`config.mk`:
```
export PLATFORM = sky130hd
export DESIGN_NAME = json_string_escape_utf8
export DESIGN_NICKNAME = d
export VERILOG_FILES = /design/src/rtl/jse_pkg.sv /design/src/rtl/jse_front.sv /design/src/rtl/jse_fifo.sv /design/src/rtl/jse_back.sv /design/src/rtl/json_string_escape_utf8.sv
export SDC_FILE = /design/constraint.sdc
export NUM_CORES = 1
export LEC_CHECK = 0
export ABC_AREA = 1
export BUFFER_PORTS_ARGS = -buffer_cell sky130_fd_sc_hd__buf_2
export CELL_PAD_IN_SITES_DETAIL_PLACEMENT = 1
export CELL_PAD_IN_SITES_GLOBAL_PLACEMENT = 2
export CORE_UTILIZATION = 43
export DETAILED_ROUTE_END_ITERATION = 10
export PLACE_DENSITY_LB_ADDON = 0.1
export SETUP_SLACK_MARGIN = 0.4
export SLEW_MARGIN = 25
export SYNTH_ARGS = -nofsm -noshare
export SYNTH_HDL_FRONTEND = slang
export SYNTH_SLANG_ARGS = --single-unit
```
`constraint.sdc`:
```
create_clock -name clk -period 11.4 [get_ports clk]
set_input_delay 1.14 -clock clk [delete_from_list [all_inputs] [get_ports clk]]
set_output_delay 1.14 -clock clk [all_outputs]
set_load 0.02 [all_outputs]
```
`src/rtl/jse_pkg.sv`:
```
// jse_pkg: item types, queue entry type and character constants for the
// JSON string escaper. Depends on nothing; used by every rtl/jse_* file.
package jse_pkg;

  typedef struct packed {
    logic [20:0] code_point;
    logic        no_char;
    logic        starts_string;
    logic        ends_string;
  } in_item_t;

  typedef struct packed {
    logic [7:0] out_byte;
    logic       last_of_item;
  } out_item_t;

  localparam int MAX_BYTES = 8;

  // One queued item: its bytes in send order (bytes[0] first) and count - 1.
  typedef struct packed {
    logic [MAX_BYTES-1:0][7:0] bytes;
    logic [2:0]                len_m1;
  } entry_t;

  // Configuration port
  localparam int         PADDR_W       = 3;
  localparam logic       REG_BYTE_MODE = 1'b0;   // register index, paddr[2]

  // Characters
  localparam logic [7:0] CH_QUOTE  = 8'h22;
  localparam logic [7:0] CH_BSLASH = 8'h5C;
  localparam logic [7:0] CH_LF     = 8'h0A;
  localparam logic [7:0] CH_CR     = 8'h0D;
  localparam logic [7:0] CH_TAB    = 8'h09;
  localparam logic [7:0] CH_N      = 8'h6E;
  localparam logic [7:0] CH_R      = 8'h72;
  localparam logic [7:0] CH_T      = 8'h74;
  localparam logic [7:0] CH_U      = 8'h75;
  localparam logic [7:0] CH_ZERO   = 8'h30;
  localparam logic [7:0] CH_A_LOW  = 8'h61;

  // Range limits and UTF-8 byte marks
  localparam logic [20:0] CTRL_LIMIT  = 21'h00020;
  localparam logic [20:0] ASCII_LIMIT = 21'h00080;
  localparam logic [20:0] TWO_LIMIT   = 21'h00800;
  localparam logic [20:0] THREE_LIMIT = 21'h10000;
  localparam logic [7:0]  LEAD2       = 8'hC0;
  localparam logic [7:0]  LEAD3       = 8'hE0;
  localparam logic [7:0]  LEAD4       = 8'hF0;
  localparam logic [7:0]  CONT        = 8'h80;

endpackage

```
`src/rtl/jse_front.sv`:
```
// jse_front: accepts an item and classifies it into its complete byte
// sequence (quotes, escape or UTF-8). Depends on jse_pkg.
module jse_front (
  input  logic              start,
  input  logic              busy,
  input  logic              byte_mode,
  input  jse_pkg::in_item_t in_item,
  output logic              push,
  output jse_pkg::entry_t   entry
);

  logic [20:0]     c;
  logic [7:0]      lo;
  logic            hi_zero;
  logic [5:0][7:0] cb;     // character bytes
  logic [2:0]      cn;     // character byte count, 0..6
  logic [3:0]      n;      // total byte count, 0..8
  logic            opens;
  logic            closes;

  function automatic logic [7:0] hex_digit(input logic [3:0] v);
    hex_digit = (v < 4'd10) ? (jse_pkg::CH_ZERO + {4'd0, v})
                            : (jse_pkg::CH_A_LOW + {4'd0, v} - 8'd10);
  endfunction

  assign opens  = in_item.starts_string;
  assign closes = in_item.ends_string;

  always_comb begin
    c       = byte_mode ? {13'd0, in_item.code_point[7:0]} : in_item.code_point;
    lo      = c[7:0];
    hi_zero = (c[20:8] == 13'd0);
    cb      = '0;
    cn      = 3'd0;
    if (!in_item.no_char) begin
      if (hi_zero && (lo == jse_pkg::CH_QUOTE || lo == jse_pkg::CH_BSLASH)) begin
        cb[0] = jse_pkg::CH_BSLASH; cb[1] = lo; cn = 3'd2;
      end else if (hi_zero && lo == jse_pkg::CH_LF) begin
        cb[0] = jse_pkg::CH_BSLASH; cb[1] = jse_pkg::CH_N; cn = 3'd2;
      end else if (hi_zero && lo == jse_pkg::CH_CR) begin
        cb[0] = jse_pkg::CH_BSLASH; cb[1] = jse_pkg::CH_R; cn = 3'd2;
      end else if (hi_zero && lo == jse_pkg::CH_TAB) begin
        cb[0] = jse_pkg::CH_BSLASH; cb[1] = jse_pkg::CH_T; cn = 3'd2;
      end else if (c < jse_pkg::CTRL_LIMIT) begin
        cb[0] = jse_pkg::CH_BSLASH;
        cb[1] = jse_pkg::CH_U;
        cb[2] = jse_pkg::CH_ZERO;
        cb[3] = jse_pkg::CH_ZERO;
        cb[4] = hex_digit(c[7:4]);
        cb[5] = hex_digit(c[3:0]);
        cn    = 3'd6;
      end else if (byte_mode || c < jse_pkg::ASCII_LIMIT) begin
        cb[0] = lo; cn = 3'd1;
      end else if (c < jse_pkg::TWO_LIMIT) begin
        cb[0] = jse_pkg::LEAD2 | {3'd0, c[10:6]};
        cb[1] = jse_pkg::CONT | {2'd0, c[5:0]};
        cn    = 3'd2;
      end else if (c < jse_pkg::THREE_LIMIT) begin
        cb[0] = jse_pkg::LEAD3 | {4'd0, c[15:12]};
        cb[1] = jse_pkg::CONT | {2'd0, c[11:6]};
        cb[2] = jse_pkg::CONT | {2'd0, c[5:0]};
        cn    = 3'd3;
      end else begin
        cb[0] = jse_pkg::LEAD4 | {5'd0, c[20:18]};
        cb[1] = jse_pkg::CONT | {2'd0, c[17:12]};
        cb[2] = jse_pkg::CONT | {2'd0, c[11:6]};
        cb[3] = jse_pkg::CONT | {2'd0, c[5:0]};
        cn    = 3'd4;
      end
    end
  end

  assign n = {3'd0, opens} + {1'b0, cn} + {3'd0, closes};

  // Lay out opening quote, character bytes and closing quote.
  always_comb begin
    entry.bytes = '0;
    for (int k = 0; k < jse_pkg::MAX_BYTES; k++) begin
      if (opens && k == 0) begin
        entry.bytes[k] = jse_pkg::CH_QUOTE;
      end else if ((4'(k) - {3'd0, opens}) < {1'b0, cn}) begin
        entry.bytes[k] = cb[3'(4'(k) - {3'd0, opens})];
      end else if (closes && (4'(k) - {3'd0, opens}) == {1'b0, cn}) begin
        entry.bytes[k] = jse_pkg::CH_QUOTE;
      end
    end
    entry.len_m1 = 3'(n - 4'd1);
  end

  // Items that produce no byte never enter the queue.
  assign push = start && !busy && (n != 4'd0);

endmodule

```
`src/rtl/jse_fifo.sv`:
```
// jse_fifo: short queue of classified items between front and back.
// Depends on jse_pkg.
module jse_fifo #(
  parameter int DEPTH = 4
) (
  input  logic            clk,
  input  logic            rst_n,
  input  logic            push,
  input  jse_pkg::entry_t push_data,
  input  logic            pop,
  output jse_pkg::entry_t head,
  output logic            full,
  output logic            empty
);

  localparam int PTR_W = (DEPTH > 1) ? $clog2(DEPTH) : 1;
  localparam int CNT_W = $clog2(DEPTH + 1);

  jse_pkg::entry_t mem [DEPTH];
  logic [PTR_W-1:0] wr_ptr_r, wr_ptr_nxt;
  logic [PTR_W-1:0] rd_ptr_r, rd_ptr_nxt;
  logic [CNT_W-1:0] count_r, count_nxt;

  function automatic logic [PTR_W-1:0] bump(input logic [PTR_W-1:0] p);
    bump = (p == PTR_W'(DEPTH - 1)) ? '0 : p + 1'b1;
  endfunction

  always_comb begin
    wr_ptr_nxt = push ? bump(wr_ptr_r) : wr_ptr_r;
    rd_ptr_nxt = pop  ? bump(rd_ptr_r) : rd_ptr_r;
    case ({push, pop})
      2'b10:   count_nxt = count_r + 1'b1;
      2'b01:   count_nxt = count_r - 1'b1;
      default: count_nxt = count_r;
    endcase
  end

  always_ff @(posedge clk) begin
    if (!rst_n) begin
      wr_ptr_r <= '0;
      rd_ptr_r <= '0;
      count_r  <= '0;
    end else begin
      wr_ptr_r <= wr_ptr_nxt;
      rd_ptr_r <= rd_ptr_nxt;
      count_r  <= count_nxt;
    end
  end

  always_ff @(posedge clk) begin
    if (push) begin
      mem[wr_ptr_r] <= push_data;
    end
  end

  assign head  = mem[rd_ptr_r];
  assign full  = (count_r == CNT_W'(DEPTH));
  assign empty = (count_r == '0);

  a_no_overflow: assert property (@(posedge clk) disable iff (!rst_n)
    push |-> !full) else $error("push into full queue");
  a_no_underflow: assert property (@(posedge clk) disable iff (!rst_n)
    pop |-> !empty) else $error("pop from empty queue");
  a_count_up: assert property (@(posedge clk) disable iff (!rst_n)
    (push && !pop) |=> count_r == $past(count_r) + 1'b1)
    else $error("queue count lost a push");

endmodule

```
`src/rtl/jse_back.sv`:
```
// jse_back: takes queued items and sends their bytes one per cycle through
// a registered strobe output. Depends on jse_pkg.
module jse_back (
  input  logic               clk,
  input  logic               rst_n,
  input  logic               empty,
  input  jse_pkg::entry_t    head,
  output logic               pop,
  output logic               out_valid,
  output jse_pkg::out_item_t out_item
);

  jse_pkg::entry_t    cur_r, cur_nxt;
  logic [2:0]         idx_r, idx_nxt;
  logic               active_r, active_nxt;
  logic               out_valid_r;
  jse_pkg::out_item_t out_item_r;
  logic               last_now;

  assign last_now = active_r && (idx_r == cur_r.len_m1);
  // Next item loads in the cycle that sends the last byte of this one.
  assign pop      = !empty && (!active_r || last_now);

  always_comb begin
    cur_nxt    = cur_r;
    idx_nxt    = idx_r;
    active_nxt = active_r;
    if (pop) begin
      cur_nxt    = head;
      idx_nxt    = 3'd0;
      active_nxt = 1'b1;
    end else if (active_r) begin
      if (last_now) begin
        active_nxt = 1'b0;
      end else begin
        idx_nxt = idx_r + 3'd1;
      end
    end
  end

  always_ff @(posedge clk) begin
    if (!rst_n) begin
      active_r    <= 1'b0;
      out_valid_r <= 1'b0;
    end else begin
      active_r    <= active_nxt;
      out_valid_r <= active_r;
    end
  end

  always_ff @(posedge clk) begin
    cur_r                   <= cur_nxt;
    idx_r                   <= idx_nxt;
    out_item_r.out_byte     <= cur_r.bytes[idx_r];
    out_item_r.last_of_item <= last_now;
  end

  assign out_valid = out_valid_r;
  assign out_item  = out_item_r;

  a_idx_in_range: assert property (@(posedge clk) disable iff (!rst_n)
    active_r |-> idx_r <= cur_r.len_m1) else $error("byte index past item end");
  a_stay_active: assert property (@(posedge clk) disable iff (!rst_n)
    (active_r && !last_now) |=> active_r && idx_r == $past(idx_r) + 3'd1)
    else $error("item dropped before its last byte");
  a_pop_free: assert property (@(posedge clk) disable iff (!rst_n)
    (pop && active_r) |-> last_now) else $error("item replaced mid-send");

endmodule

```
`src/rtl/json_string_escape_utf8.sv`:
```
// json_string_escape_utf8: one code point per item in, JSON string bytes out.
// Path: an accepted item passes through the item queue, the sender's item register and the output register.
// Throughput: the byte sender holds an item of 1..8 bytes until its last byte
// goes out, so plain ASCII runs at one item per cycle; busy rises when the
// item queue is full. The receiver cannot stall; each byte strobes once.
// Reset (rst_n low, synchronous): byte_mode to 0, queue and sender emptied.
module json_string_escape_utf8 #(
  parameter int QUEUE_DEPTH = 4
) (
  input  logic                        clk,
  input  logic                        rst_n,
  // item input
  input  logic                        start,
  output logic                        busy,
  input  jse_pkg::in_item_t           in_item,
  // byte output
  output logic                        out_valid,
  output jse_pkg::out_item_t          out_item,
  // configuration
  input  logic                        psel,
  input  logic                        penable,
  input  logic                        pwrite,
  input  logic [jse_pkg::PADDR_W-1:0] paddr,
  input  logic [31:0]                 pwdata,
  output logic [31:0]                 prdata,
  output logic                        pready
);

  logic            byte_mode_r;
  logic            cfg_wr;
  logic            push;
  logic            pop;
  logic            full;
  logic            empty;
  jse_pkg::entry_t push_entry;
  jse_pkg::entry_t head_entry;

  // Register file: only byte_mode, selected by paddr[2] == 0 (byte addresses 0..3).
  // Addresses 4..7 take writes silently and read as zero.
  assign pready = 1'b1;
  assign cfg_wr = psel && penable && pwrite && pready;

  always_ff @(posedge clk) begin
    if (!rst_n) begin
      byte_mode_r <= 1'b0;
    end else if (cfg_wr && paddr[2] == jse_pkg::REG_BYTE_MODE) begin
      byte_mode_r <= pwdata[0];
    end
  end

  assign prdata = (paddr[2] == jse_pkg::REG_BYTE_MODE) ? {31'd0, byte_mode_r} : 32'd0;

  // busy only reflects queue space; the front never waits on the sender.
  assign busy = full;

  // Front: classify the accepted item into its whole byte sequence.
  jse_front u_front (
    .start     (start),
    .busy      (busy),
    .byte_mode (byte_mode_r),
    .in_item   (in_item),
    .push      (push),
    .entry     (push_entry)
  );

  // Queue decouples classification from byte sending.
  jse_fifo #(
    .DEPTH (QUEUE_DEPTH)
  ) u_fifo (
    .clk       (clk),
    .rst_n     (rst_n),
    .push      (push),
    .push_data (push_entry),
    .pop       (pop),
    .head      (head_entry),
    .full      (full),
    .empty     (empty)
  );

  // Back: one byte per cycle, last_of_item on each item's final byte.
  jse_back u_back (
    .clk       (clk),
    .rst_n     (rst_n),
    .empty     (empty),
    .head      (head_entry),
    .pop       (pop),
    .out_valid (out_valid),
    .out_item  (out_item)
  );

endmodule

```
==> metrics.yaml <==
crit_top_cell: "inv_1"
gp_congestion: 0.8678
vias_per_cell: 5.487
arrival_ps: 6070
rsz0062_at_grt: "false"
nFillCells: 3294
die-area_sq_um: 32230
slew_viol_final: 0
grt_max_degree: 96
syn-instance-count: 1204
required_ps: 11780
hold_viol_final: 0
dr.first_iter.drc_count: 625
seq_area_frac_synth_pct: 66.39
ir_worst_vdd_mv: 0.1101
internal_power_w: 0.002346
min_path_type: "register to register"
drive_above_1_share_pct: 11.37
synth-seq-cells: 307
postRouteWirelength_mm: 36.43
endpoint_kind: "register"
insertedDiodeCount: 0
tightest_slew_ps: 1130
period_share_pct: 49.87
min-delay-start: "u_back.active_r$_SDFF_PN0_"
worstRegToRegCells: 28
numCtsBuffers: 34
cts_setup_buffers: 0
netlist_area_sq_um: 13550
finClkSkew_ps: 22.97
cp_num_buf_inv: 6
cap_violations: 0
cts_tree: "yes"
cpMaxStageDelayCell: "nor2_2"
wl_per_cell_um: 21.90
final_nets: 1335
setup_violations: 0
max_freq_mhz: 175.9
num_rows: 64
p_total_w: 0.003428
die_h_um: 179.5
grt_pass1_vias: 9383
period_needed_ps: 5685
dp_cells: 1602
setup_tns_ps: 0
ctsHoldBuffers: 0
post_cts_resize_count: 0
stdcell_count: 1663
slowest_delay_ps: 490
synth_cell_types: 48
worstHoldPathCells: 2
clock_latency_ps: 510
detailed_place_hpwl_mm: 22.79
synth.yosys.warnings: 0
area_growth_pct: 11.65
holdPathEnd: "u_back.out_item[0]$_DFF_P_"
ant_nets: 0
cts_buffer_depth: 3
antenna_found_initial: 0
start_util_pct: 43.97
worst_setup_path_start_kind: "input port"
crit_family: "simple AND/OR/NAND/NOR gates"
ff2ff_setup_slack_ps: 6100
pwr-share-clk_pct: 30.1
timing.rr.start: "byte_mode_r$_SDFFE_PN0P_"
syn_area_per_cell_sq_um: 11.26
core_sq_um: 30830
path_max_fanout: 11
pre_cts_ws_ps: 5257
comb_power_share_pct: 22.8
status: "finished, final reports clean"
clk_pin_slew_worst_paths_ps: 60
cts_root_buf: "clkbuf_16"
first_pass_iters: 6
cts-htree-levels: 2
finalWorstSetupSlack_ps: 5715
power_density_nw_per_um2: 226.5
portBuffers: 43
crit_type: "input port to register"
cts_sinks: 307
reg2reg_to: "u_fifo.count_r[2]$_SDFFE_PN0P_"
num_vias: 9125
gr-total-overflow: 0
p_leak_nw: 5.589
grtUsageTotal_pct: 22.86
seqPwrFrac_pct: 47.1
p_sw_w: 0.001082
fp.dieW_um: 179.5
route.detailed.drc: 0
slew_headroom_pct: 23.97
swShare_pct: 31.57
grt_pass1_wl_mm: 55.87
io_pins: 109
==> final cells by class <==
| class | instances | area (sq um) | share of cell area [%] |
|---|---|---|---|
| clock inverter | 18 | 137.6 | 0.9095 |
| tap | 396 | 495.5 | 3.274 |
| clock buffer | 42 | 902.1 | 5.961 |
| timing repair buffer | 57 | 340.3 | 2.249 |
| sequential | 307 | 9004 | 59.50 |
| multi-input combinational | 766 | 3964 | 26.19 |
| inverter | 77 | 290.3 | 1.918 |
==> metal layers <==
layer	share of wire, %	up-vias	track usage (%)
met1	46	4573	32.16
met3	4.1	42	2.613
met5	0	-	0
met4	1.7	0	5.207
met2	48	222	38.20
li1	-	4288	-
==> synth_stat cells (all sizes together) <==
library cell,count,area share [%]
a21oi,27,1.1
fa,2,0.30
nor2,191,5.4
a221oi,5,0.32
edfxtp,285,63
a22oi,5,0.28
clkbuf,52,1.4
xor2,1,0.065
buf,36,2.0
o22ai,65,3.0
o21a,1,0.055
a21boi,2,0.11
nor3,5,0.18
o2111ai,2,0.13
nand4,7,0.32
o31ai,1,0.16
o311a,1,0.074
a31oi,4,0.18
xnor2,4,0.26
nor4,2,0.092
conb,2,0.055
dfxtp,22,3.2
a41oi,2,0.13
nand3b,2,0.11
clkinv,1,0.028
a2bb2oi,1,0.065
o211ai,6,0.33
a22o,2,0.13
inv,76,2.1
o221ai,2,0.13
a211oi,2,0.11
nand3,24,1.2
ha,25,2.3
a32oi,2,0.13
nand2,166,4.9
o21ai,171,6.4
==> kinds of logic (layout without fill, tap and decap cells) <==
group | after synthesis | count (layout) | share of synthesized area (%)
and+or+nand+nor | 397 | 397 | 12.24
DFF | 307 | 307 | 66.39
buffers and inverters | 165 | 194 | 5.603
xor gates and xnor gates | 5 | 5 | 0.3231
AOI/OAI and AO/OA | 301 | 301 | 12.79
other | 2 | 36 | 0.05541
adders and majority gates | 27 | 27 | 2.603
==> cells in the final DEF (no fill, tap or decap), types with 20 or more instances in the layout <==
master     netlist  routed
nand2_1        153     153
conb_1           2      36
ha_1            25      25
nor2_1         187     181
o22ai_1         65      65
o21ai_0        168     168
clkbuf_16        0      35
a21oi_1         26      26
edfxtp_1       285     285
inv_1           67      66
dfxtp_1         22      20
buf_2            1      43
==> worst register-to-register path, delay by kind of cell, from the launching register on <==
| kind | cells | cell delay, ps |
|---|---|---|
| and+or+nand+nor | 10 | 1590 |
| buffers and inverters | 7 | 730 |
| DFF | 1 | 340 |
| AOI/OAI and AO/OA | 6 | 1210 |
| adders and majority gates | 5 | 1320 |
==> how the worst max path moves through the flow <==
stage                    start                        endpoint  slack [ps]  cells past startpoint
finish              in_item[3]  u_fifo.count_r[2]$_SDFFE_PN0P_        5710                     26
detailed placement  in_item[3]  u_fifo.count_r[2]$_SDFFE_PN0P_        5260                     26
global placement    in_item[3]  u_fifo.count_r[2]$_SDFFE_PN0P_        5300                     26
floorplan           in_item[3]      u_fifo.mem[0][0]$_DFFE_PP_        5050                     20
global route        in_item[3]  u_fifo.count_r[2]$_SDFFE_PN0P_        5350                     26
CTS                 in_item[3]  u_fifo.count_r[2]$_SDFFE_PN0P_        5780                     26
==> power by group through the flow <==
stage               clock network (W)  registers [W]  logic (W)
floorplan                           0        0.00162   0.000508
global placement                    0        0.00163   0.000768
detailed placement                  0        0.00164   0.000788
CTS                           0.00105        0.00162   0.000792
global route                  0.00109        0.00164   0.000877
finish                        0.00103        0.00162   0.000783
==> metrics by stage <==
stage	cell area [sq um]	hold WS, ps	util [%]
2_1_floorplan	13680	420.2	-
3_3_place_gp	14070	438.2	45.63
3_5_place_dp	14070	444.6	45.63
4_1_cts	15110	453.7	49.00
5_1_grt	15130	499.7	49.09
6_report	15130	456.0	49.09
==> state kept, by name, indices dropped and copies added, names as in the netlist <==
| register | count |
|---|---|
| u_back.cur_r | 57 |
| u_back.out_item | 9 |
| u_back.out_valid | 1 |
| u_back.active_r | 1 |
| u_fifo.rd_ptr_r | 2 |
| u_fifo.wr_ptr_r | 2 |
| u_fifo.mem | 228 |
| byte_mode_r | 1 |
| u_back.idx_r | 3 |
| u_fifo.count_r | 3 |
Power figures use the tool's default switching activity.
